[config.mk]
export PLATFORM = sky130hd
export DESIGN_NAME = nfc_response_frame_checker_core
export DESIGN_NICKNAME = d
export VERILOG_FILES = /design/src/rtl/nrfc_pkg.sv /design/src/rtl/nrfc_front.sv /design/src/rtl/nrfc_queue.sv /design/src/rtl/nrfc_back.sv /design/src/rtl/nfc_response_frame_checker_core.sv
export SDC_FILE = /design/constraint.sdc
export NUM_CORES = 1
export LEC_CHECK = 0
export ABC_AREA = 1
export BUFFER_PORTS_ARGS = -buffer_cell sky130_fd_sc_hd__buf_2
export CAP_MARGIN = 40
export CORE_MARGIN = 4
export CORE_UTILIZATION = 38
export DETAILED_ROUTE_END_ITERATION = 16
export PLACE_DENSITY = 0.62
export SYNTH_ARGS = -nofsm -noshare
export SYNTH_HDL_FRONTEND = slang
export SYNTH_HIERARCHICAL = 1
export SYNTH_SLANG_ARGS = --single-unit
export TNS_END_PERCENT = 10
[constraint.sdc]
create_clock -name clk_i -period 2.7 [get_ports clk_i]
set_input_delay 0.54 -clock clk_i [delete_from_list [all_inputs] [get_ports clk_i]]
set_output_delay 0.54 -clock clk_i [all_outputs]
set_load 0.01 [all_outputs]
[src/rtl/nrfc_pkg.sv]
// ----------------------------------------------------------------------------
// nrfc_pkg
// Shared types and constants for the NFC response frame checker.
// ----------------------------------------------------------------------------
package nrfc_pkg;

  localparam logic [7:0] FRAME_MARK   = 8'h00;
  localparam logic [7:0] START_HIGH   = 8'hFF;
  localparam logic [7:0] DIR_TO_HOST  = 8'hD5;
  localparam logic [7:0] HEADER_BYTES = 8'd2;

  localparam logic [1:0] ST_OK      = 2'd0;
  localparam logic [1:0] ST_INVALID = 2'd1;
  localparam logic [1:0] ST_NOSPACE = 2'd2;

  // Register indexes on the configuration port.
  localparam logic REG_EXPECTED_COMMAND = 1'b0;
  localparam logic REG_BUFFER_CAPACITY  = 1'b1;

  localparam int unsigned QueueDepth = 2;
  localparam int unsigned QueuePtrW  = $clog2(QueueDepth);
  localparam int unsigned QueueCntW  = $clog2(QueueDepth + 1);

  typedef enum logic [3:0] {
    PH_IDLE,
    PH_SC1,
    PH_SC2,
    PH_LEN,
    PH_LCS,
    PH_TFI,
    PH_CODE,
    PH_DATA,
    PH_DCS,
    PH_POST
  } phase_e;

  // One received byte with the compare results worked out by the front end.
  typedef struct packed {
    logic [7:0] rx_byte;
    logic       frame_start;
    logic       is_mark;
    logic       is_start_high;
    logic       is_dir;
    logic       is_code;
  } nrfc_item_t;

  // Configuration as seen by the parser.
  typedef struct packed {
    logic [7:0] code;
    logic [7:0] capacity;
  } nrfc_cfg_t;

  typedef struct packed {
    logic [7:0] data_byte;
    logic       data_valid;
    logic       frame_done;
    logic [1:0] status;
    logic [7:0] data_count;
  } nrfc_result_t;

endpackage

[src/rtl/nrfc_front.sv]
// ----------------------------------------------------------------------------
// nrfc_front
// Configuration registers and input classification: each accepted byte is
// compared against the frame constants and the expected response code.
// ----------------------------------------------------------------------------
module nrfc_front (
  input  logic               clk_i,
  input  logic               rst_ni,
  // configuration port
  input  logic               psel,
  input  logic               penable,
  input  logic               pwrite,
  input  logic [2:0]         paddr,
  input  logic [31:0]        pwdata,
  output logic [31:0]        prdata,
  output logic               pready,
  // input stream
  input  logic               in_valid_i,
  output logic               in_ready_o,
  input  logic [7:0]         in_byte_i,
  input  logic               in_start_i,
  // toward the queue
  output logic               push_o,
  input  logic               full_i,
  output nrfc_pkg::nrfc_item_t item_o,
  output nrfc_pkg::nrfc_cfg_t  cfg_o
);
  import nrfc_pkg::*;

  logic [7:0] expected_command_q, expected_command_d;
  logic [7:0] buffer_capacity_q, buffer_capacity_d;
  logic [7:0] code;
  logic       cfg_write;

  assign pready    = 1'b1;
  assign cfg_write = psel & penable & pwrite & pready;

  always_comb begin
    expected_command_d = expected_command_q;
    buffer_capacity_d  = buffer_capacity_q;
    if (cfg_write) begin
      unique case (paddr[2])
        REG_EXPECTED_COMMAND: expected_command_d = pwdata[7:0];
        REG_BUFFER_CAPACITY:  buffer_capacity_d  = pwdata[7:0];
        default: ;
      endcase
    end
  end

  always_comb begin
    unique case (paddr[2])
      REG_EXPECTED_COMMAND: prdata = {24'd0, expected_command_q};
      REG_BUFFER_CAPACITY:  prdata = {24'd0, buffer_capacity_q};
      default:              prdata = 32'd0;
    endcase
  end

  always_ff @(posedge clk_i or negedge rst_ni) begin
    if (!rst_ni) begin
      expected_command_q <= 8'd0;
      buffer_capacity_q  <= 8'd255;
    end else begin
      expected_command_q <= expected_command_d;
      buffer_capacity_q  <= buffer_capacity_d;
    end
  end

  assign code = expected_command_q + 8'd1;

  assign in_ready_o = ~full_i;
  assign push_o     = in_valid_i & ~full_i;

  assign item_o.rx_byte       = in_byte_i;
  assign item_o.frame_start   = in_start_i;
  assign item_o.is_mark       = (in_byte_i == FRAME_MARK);
  assign item_o.is_start_high = (in_byte_i == START_HIGH);
  assign item_o.is_dir        = (in_byte_i == DIR_TO_HOST);
  assign item_o.is_code       = (in_byte_i == code);

  assign cfg_o.code     = code;
  assign cfg_o.capacity = buffer_capacity_q;

endmodule

[src/rtl/nrfc_queue.sv]
// ----------------------------------------------------------------------------
// nrfc_queue
// Two-entry queue of classified bytes between the front end and the parser.
// ----------------------------------------------------------------------------
module nrfc_queue (
  input  logic                 clk_i,
  input  logic                 rst_ni,
  input  logic                 push_i,
  input  nrfc_pkg::nrfc_item_t item_i,
  output logic                 full_o,
  input  logic                 pop_i,
  output logic                 valid_o,
  output nrfc_pkg::nrfc_item_t item_o
);
  import nrfc_pkg::*;

  nrfc_item_t             entry_q [QueueDepth];
  logic [QueuePtrW-1:0]   wr_ptr_q, wr_ptr_d;
  logic [QueuePtrW-1:0]   rd_ptr_q, rd_ptr_d;
  logic [QueueCntW-1:0]   count_q, count_d;

  assign full_o  = (count_q == QueueCntW'(QueueDepth));
  assign valid_o = (count_q != '0);
  assign item_o  = entry_q[rd_ptr_q];

  always_comb begin
    wr_ptr_d = wr_ptr_q;
    rd_ptr_d = rd_ptr_q;
    count_d  = count_q;
    if (push_i) begin
      wr_ptr_d = (wr_ptr_q == QueuePtrW'(QueueDepth - 1)) ? '0 : wr_ptr_q + 1'b1;
    end
    if (pop_i) begin
      rd_ptr_d = (rd_ptr_q == QueuePtrW'(QueueDepth - 1)) ? '0 : rd_ptr_q + 1'b1;
    end
    if (push_i && !pop_i) begin
      count_d = count_q + 1'b1;
    end else if (pop_i && !push_i) begin
      count_d = count_q - 1'b1;
    end
  end

  always_ff @(posedge clk_i or negedge rst_ni) begin
    if (!rst_ni) begin
      wr_ptr_q <= '0;
      rd_ptr_q <= '0;
      count_q  <= '0;
    end else begin
      wr_ptr_q <= wr_ptr_d;
      rd_ptr_q <= rd_ptr_d;
      count_q  <= count_d;
    end
  end

  always_ff @(posedge clk_i) begin
    if (push_i) begin
      entry_q[wr_ptr_q] <= item_i;
    end
  end

endmodule

[src/rtl/nrfc_back.sv]
// ----------------------------------------------------------------------------
// nrfc_back
// Frame parser: walks the frame one byte per cycle unless stalled, checks
// the length and data checksums, and registers one result per byte.
// ----------------------------------------------------------------------------
module nrfc_back (
  input  logic                  clk_i,
  input  logic                  rst_ni,
  input  logic                  valid_i,
  input  nrfc_pkg::nrfc_item_t  item_i,
  output logic                  pop_o,
  input  nrfc_pkg::nrfc_cfg_t   cfg_i,
  output logic                  out_valid_o,
  input  logic                  out_ready_i,
  output nrfc_pkg::nrfc_result_t result_o
);
  import nrfc_pkg::*;

  phase_e       phase_q, phase_d;
  logic [7:0]   frame_length_q, frame_length_d;
  logic [7:0]   bytes_left_q, bytes_left_d;
  logic [7:0]   running_sum_q, running_sum_d;
  logic         draining_q, draining_d;
  logic         out_valid_q;
  nrfc_result_t result_q, result_d;

  logic [7:0]   payload_len;
  logic [7:0]   lcs_sum;
  logic [7:0]   dcs_sum;
  logic         lcs_ok;
  logic         dcs_ok;

  assign pop_o       = valid_i & (~out_valid_q | out_ready_i);
  assign out_valid_o = out_valid_q;
  assign result_o    = result_q;

  assign payload_len = frame_length_q - HEADER_BYTES;
  assign lcs_sum     = frame_length_q + item_i.rx_byte;
  assign dcs_sum     = running_sum_q + item_i.rx_byte;
  assign lcs_ok      = (lcs_sum == 8'd0) && (frame_length_q >= HEADER_BYTES);
  assign dcs_ok      = draining_q || (dcs_sum == 8'd0);

  // Next phase.
  always_comb begin
    phase_d = phase_q;
    if (item_i.frame_start) begin
      phase_d = item_i.is_mark ? PH_SC1 : PH_IDLE;
    end else begin
      unique case (phase_q)
        PH_IDLE: phase_d = PH_IDLE;
        PH_SC1:  phase_d = item_i.is_mark ? PH_SC2 : PH_IDLE;
        PH_SC2:  phase_d = item_i.is_start_high ? PH_LEN : PH_IDLE;
        PH_LEN:  phase_d = PH_LCS;
        PH_LCS:  phase_d = lcs_ok ? PH_TFI : PH_IDLE;
        PH_TFI:  phase_d = item_i.is_dir ? PH_CODE : PH_IDLE;
        PH_CODE: begin
          if (!item_i.is_code) begin
            phase_d = PH_IDLE;
          end else begin
            phase_d = (payload_len != 8'd0) ? PH_DATA : PH_DCS;
          end
        end
        PH_DATA: phase_d = (bytes_left_q == 8'd1) ? PH_DCS : PH_DATA;
        PH_DCS:  phase_d = dcs_ok ? PH_POST : PH_IDLE;
        PH_POST: phase_d = PH_IDLE;
        default: phase_d = PH_IDLE;
      endcase
    end
  end

  // Result and datapath updates.
  always_comb begin
    frame_length_d = frame_length_q;
    bytes_left_d   = bytes_left_q;
    running_sum_d  = running_sum_q;
    draining_d     = draining_q;
    result_d       = '0;
    if (item_i.frame_start) begin
      draining_d = 1'b0;
      if (!item_i.is_mark) begin
        result_d.frame_done = 1'b1;
        result_d.status     = ST_INVALID;
      end
    end else begin
      unique case (phase_q)
        PH_SC1: begin
          result_d.frame_done = ~item_i.is_mark;
          result_d.status     = item_i.is_mark ? ST_OK : ST_INVALID;
        end
        PH_SC2: begin
          result_d.frame_done = ~item_i.is_start_high;
          result_d.status     = item_i.is_start_high ? ST_OK : ST_INVALID;
        end
        PH_LEN: frame_length_d = item_i.rx_byte;
        PH_LCS: begin
          result_d.frame_done = ~lcs_ok;
          result_d.status     = lcs_ok ? ST_OK : ST_INVALID;
        end
        PH_TFI: begin
          result_d.frame_done = ~item_i.is_dir;
          result_d.status     = item_i.is_dir ? ST_OK : ST_INVALID;
        end
        PH_CODE: begin
          if (!item_i.is_code) begin
            result_d.frame_done = 1'b1;
            result_d.status     = ST_INVALID;
          end else begin
            bytes_left_d  = payload_len;
            draining_d    = (payload_len > cfg_i.capacity);
            running_sum_d = DIR_TO_HOST + cfg_i.code;
          end
        end
        PH_DATA: begin
          if (!draining_q) begin
            result_d.data_byte  = item_i.rx_byte;
            result_d.data_valid = 1'b1;
            running_sum_d       = dcs_sum;
          end
          bytes_left_d = bytes_left_q - 8'd1;
        end
        PH_DCS: begin
          result_d.frame_done = ~dcs_ok;
          result_d.status     = dcs_ok ? ST_OK : ST_INVALID;
        end
        PH_POST: begin
          result_d.frame_done = 1'b1;
          if (draining_q) begin
            draining_d      = 1'b0;
            result_d.status = ST_NOSPACE;
          end else begin
            result_d.status     = ST_OK;
            result_d.data_count = payload_len;
          end
        end
        default: ;
      endcase
    end
  end

  always_ff @(posedge clk_i or negedge rst_ni) begin
    if (!rst_ni) begin
      phase_q        <= PH_IDLE;
      frame_length_q <= 8'd0;
      bytes_left_q   <= 8'd0;
      running_sum_q  <= 8'd0;
      draining_q     <= 1'b0;
      out_valid_q    <= 1'b0;
    end else begin
      if (pop_o) begin
        phase_q        <= phase_d;
        frame_length_q <= frame_length_d;
        bytes_left_q   <= bytes_left_d;
        running_sum_q  <= running_sum_d;
        draining_q     <= draining_d;
        out_valid_q    <= 1'b1;
      end else if (out_ready_i) begin
        out_valid_q <= 1'b0;
      end
    end
  end

  always_ff @(posedge clk_i) begin
    if (pop_o) begin
      result_q <= result_d;
    end
  end

endmodule

[src/rtl/nfc_response_frame_checker_core.sv]
// A byte accepted from the input stream is written into the queue, popped from it by
// the parser into the result register, and offered from there on the result stream.
// Throughput: one byte per cycle while the result stream is not stalled; the parser's
// phase loop in the back end updates once per byte. A two-entry queue absorbs a stall
// on either side.
// Reset: rst_ni (asynchronous, active low) returns the parser to idle, empties the
// queue and output register, and sets expected_command to 0, buffer_capacity to 255.
// ----------------------------------------------------------------------------
// nfc_response_frame_checker_core
// Response frame checker: validates a reader's response frame byte by byte,
// passes payload bytes out and reports ok, invalid frame or no space.
// ----------------------------------------------------------------------------
module nfc_response_frame_checker_core (
  input  logic        clk_i,
  input  logic        rst_ni,
  // configuration port
  input  logic        psel,
  input  logic        penable,
  input  logic        pwrite,
  input  logic [2:0]  paddr,
  input  logic [31:0] pwdata,
  output logic [31:0] prdata,
  output logic        pready,
  // input stream
  input  logic        s_axis_tvalid,
  output logic        s_axis_tready,
  input  logic [7:0]  s_axis_tdata,   // [7:0] rx_byte
  input  logic        s_axis_tuser,   // [0] frame_start
  // result stream
  output logic        m_axis_tvalid,
  input  logic        m_axis_tready,
  output logic [15:0] m_axis_tdata,   // [7:0] data_byte, [15:8] data_count
  output logic [2:0]  m_axis_tuser,   // [0] data_valid, [2:1] status
  output logic        m_axis_tlast    // frame_done
);
  import nrfc_pkg::*;

  logic         push;
  logic         full;
  logic         pop;
  logic         q_valid;
  nrfc_item_t   front_item;
  nrfc_item_t   q_item;
  nrfc_cfg_t    cfg;
  nrfc_result_t result;

  nrfc_front u_front (
    .clk_i      (clk_i),
    .rst_ni     (rst_ni),
    .psel       (psel),
    .penable    (penable),
    .pwrite     (pwrite),
    .paddr      (paddr),
    .pwdata     (pwdata),
    .prdata     (prdata),
    .pready     (pready),
    .in_valid_i (s_axis_tvalid),
    .in_ready_o (s_axis_tready),
    .in_byte_i  (s_axis_tdata),
    .in_start_i (s_axis_tuser),
    .push_o     (push),
    .full_i     (full),
    .item_o     (front_item),
    .cfg_o      (cfg)
  );

  nrfc_queue u_queue (
    .clk_i   (clk_i),
    .rst_ni  (rst_ni),
    .push_i  (push),
    .item_i  (front_item),
    .full_o  (full),
    .pop_i   (pop),
    .valid_o (q_valid),
    .item_o  (q_item)
  );

  nrfc_back u_back (
    .clk_i       (clk_i),
    .rst_ni      (rst_ni),
    .valid_i     (q_valid),
    .item_i      (q_item),
    .pop_o       (pop),
    .cfg_i       (cfg),
    .out_valid_o (m_axis_tvalid),
    .out_ready_i (m_axis_tready),
    .result_o    (result)
  );

  assign m_axis_tdata = {result.data_count, result.data_byte};
  assign m_axis_tuser = {result.status, result.data_valid};
  assign m_axis_tlast = result.frame_done;

endmodule

==> flow_metrics.tcl <==
set metrics [dict create \
    status "finished, final reports clean" \
    ctsRootBufferMaster "clkbuf_16" \
    worst_slew_pin_slew_ns 0.592 \
    max_freq_mhz 383 \
    die_x_um 135 \
    clock_sinks 96 \
    cts_buffer_depth 2 \
    cp.required_ns 2.80 \
    synthXorXnorAreaFrac_pct 2.30 \
    vias 4965 \
    grt_first_pass_wirelength_mm 23.4 \
    hpwl_mm 11.1 \
    io_pins 106 \
    diodes 0 \
    multi_input_area_um2 2920 \
    ys_seq_elements 96 \
    start_util_pct 38.6 \
    critPathSlowestCell "fa_2" \
    cap_violations 0 \
    detail_route.first_pass.iterations 5 \
    cp_slowest_stage_delay_ns 0.49 \
    cts_hold_buf 0 \
    crit_chain "buf_6 > mux2_4 > fa_2 > or2_4 > nor2_2 > nand3_1 > nor2_1 > nand3_1 > nand3_1 > nand3_1 > nand2_1 > nand3_1" \
    synth.avg_cell_area_um2 8.02 \
    fin_skew_ns 0.00846 \
    netlist_area_um2 6110 \
    layout_min_cycle_time_ns 2.61 \
    cts_tree "yes" \
    drt-wirelength-per-cell_um 13.7 \
    finalHoldViolCount 0 \
    track_usage_pct 16.4 \
    synthMuxAreaShare_pct 2.40 \
    yosysTopAreaCell "edfxtp_1" \
    maxSlewHeadroom_pct 60.6 \
    htreeDepth 3 \
    synth-compound-area-share_pct 8.75 \
    dieArea_um2 18200 \
    grt_pass1_vias 4637 \
    clkTransAtPathRegs_ns 0.07 \
    critical-path-top-cell-by-count "nand3_1" \
    insertion_delay_ns 0.35 \
    drtAntennaViolNets 0 \
    synth_cells 761 \
    setup.worst_path.end_class "register" \
    synth-simple-area-share_pct 24.4 \
    hold_path.class "in2async" \
    yosys_warnings 6 \
    antenna_found_initial 0 \
    die-height_um 135 \
    powerDensity_nw_per_um2 970 \
    setup_violations 0 \
    drc 0 \
    final_util_pct 44.3 \
    drt_iter0_markers 354 \
    vdd.ir_drop.worst_mv 0.376 \
    cp.arrival_ns 2.72 \
    ys_types 44 \
    synth_top_family_by_area "simple AND/OR/NAND/NOR gates" \
    cts_buffers 9 \
    place_congestion 0.910 \
    rows 46 \
    final-seq-area_um2 2640 \
    drive_gt1_share_pct 19.4 \
    finalSetupTns_ns 0 \
    grt_remaining_overflow 0 \
    report.final.slew_viol_count 0 \
    finalCritPeriodShare_pct 96.8 \
    worst_setup_path_start_kind "register" \
    area.growth.synth_to_final_pct 14.8 \
    final_net_count 910 \
    yosys.area_share.adder_pct 6.39 \
    grt_max_degree 24 \
    routed_wirelength_mm 14.3 \
    netlist_top_cells_area "edfxtp_1 23%, dfrtp_1 17%, nand2_1 11%" \
    ys_seq_area_share_pct 43.3 \
    static-leakage-power_nw 3.38 \
    fillers 1594 \
    critPathKind "reg2reg" \
    path_max_fanout 7 \
    rsz0062_at_grt "true" \
    coreArea_um2 15800 \
    vias_per_cell 4.73 \
    synth.top_cell.area_share_pct 22.6 \
    io_buffers 54 \
]
cell families after synthesis:
kind of cell	count (synthesis)
AO/OA/AOI/OAI	94
XOR/XNOR	16
adder cells (fa/ha/maj)	30
buffers and inverters	160
flip-flops	96
multiplexers	13
other	2
AND/OR/NAND/NOR	350
final timing paths:
path	from	to	slack, ns	depth (start not counted)
worst max-delay path	u_queue/rd_ptr_q	u_back/result_o[10]	0.09	12
worst min-delay path	rst_ni	u_back/bytes_left_q[0]	0.19	1
worst max register to register	u_queue/rd_ptr_q	u_back/result_o[10]	0.09	12
worst min register to register	u_queue/count_q[1]	u_queue/count_q[1]	0.49	2
max in group asynchronous	rst_ni	u_front/buffer_capacity_q[5]	1.79	2
min in group clk_i	s_axis_tuser	u_queue/entry_q[1][4]	0.38	1
where the power goes:
part	leakage (nW)	switching [mW]	total [mW]	internal, mW
clock	0.141	0.587	1.23	0.642
sequential	1.03	0.257	2.27	2.01
combinational	2.21	1.98	3.31	1.32
registers in the layout, summed over array words and instances, names as in the netlist:
register,cells
u_queue/entry_q,26
u_back/result_o,20
u_back/bytes_left_q,8
u_back/frame_length_q,8
u_back/running_sum_q,8
u_front/buffer_capacity_q,8
u_front/expected_command_q,8
u_back/phase_q,4
u_queue/count_q,2
u_back/draining_q,1
u_back/out_valid_o,1
u_queue/rd_ptr_q,1
u_queue/wr_ptr_q,1
metal layers:
metal	part of all wire (%)	up-vias	track usage, %	wire length, µm
li1	-	2556	-	-
met1	47	2260	22.6	6670
met2	46	134	26.1	6610
met3	5.8	15	3.20	835
met4	1.6	0	5.43	226
met5	0	-	0	0
what timing repair did:
action                     CTS  global route
setup endpoints to repair    3             5
resized for setup            5            23
pin swaps                    6             6
setup buffers                1             0
layout by cell type, fill, tap and decap left out, drive strengths merged, types with 2 or more instances in the layout:
cell type,n
or2,4
conb,25
mux2,13
nand4,11
nand3b,2
a31oi,7
and3,2
nor2,76
clkinv,4
nand3,54
nor3,6
a21oi,24
o211ai,3
xnor2,4
o21ai,52
dfstp,8
clkbuf,9
xor2,12
inv,120
ha,28
edfxtp,46
dfrtp,42
nand2,193
fa,2
o31ai,2
o22ai,2
buf,77
worst max-delay path, delay by kind of cell, from the launching register on:
kind | cells | cell delay (ns)
multiplexers | 1 | 0.34
AND/OR/NAND/NOR | 9 | 0.94
flip-flops | 1 | 0.42
adder cells (fa/ha/maj) | 1 | 0.49
buffers and inverters | 1 | 0.16
layout make-up:
type,instances,share of cell area [%]
Timing Repair Buffer,77,6.37
Sequential cell,96,37.7
Clock inverter,7,0.874
Inverter,117,6.33
Tap cell,216,3.85
Multi-Input combinational cell,528,41.7
Clock buffer,9,3.21
Yosys cell counts, drive strengths merged:
library cell and n:
nor2 76, dfstp 8, dfrtp 42, o21bai 1, nand3 54, or2 4, a21oi 24, xnor2 4
nor4 1, o21a 1, inv 116, nor4b 1, edfxtp 46, a31oi 7, nand4 11, ha 28
nor3 6, a21o 1, clkinv 1, nand2 193, fa 2, o211ai 3, mux2 13, xor2 12
and3 2, o21ai 52, clkbuf 2, buf 41, o22ai 2, nand3b 2, o221ai 1, o31ai 2
conb 2
metrics by stage:
| stage | cell area [µm²] | power, mW | setup WS, ns | instances | hold slack [ns] |
|---|---|---|---|---|---|
| 2_1_floorplan | 6190 | 4.36 | 0.00566 | 784 | 0.244 |
| 3_3_place_gp | 6590 | 5.32 | -0.0308 | 1033 | 0.455 |
| 3_5_place_dp | 6590 | 5.35 | -0.0507 | 1033 | 0.490 |
| 4_1_cts | 6910 | 6.65 | 0.00883 | 1050 | 0.196 |
| 5_1_grt | 7010 | 7.41 | -0.104 | 1050 | 0.215 |
| 6_report | 7010 | 6.80 | 0.0877 | 1050 | 0.185 |
Power figures use the tool's default switching activity.
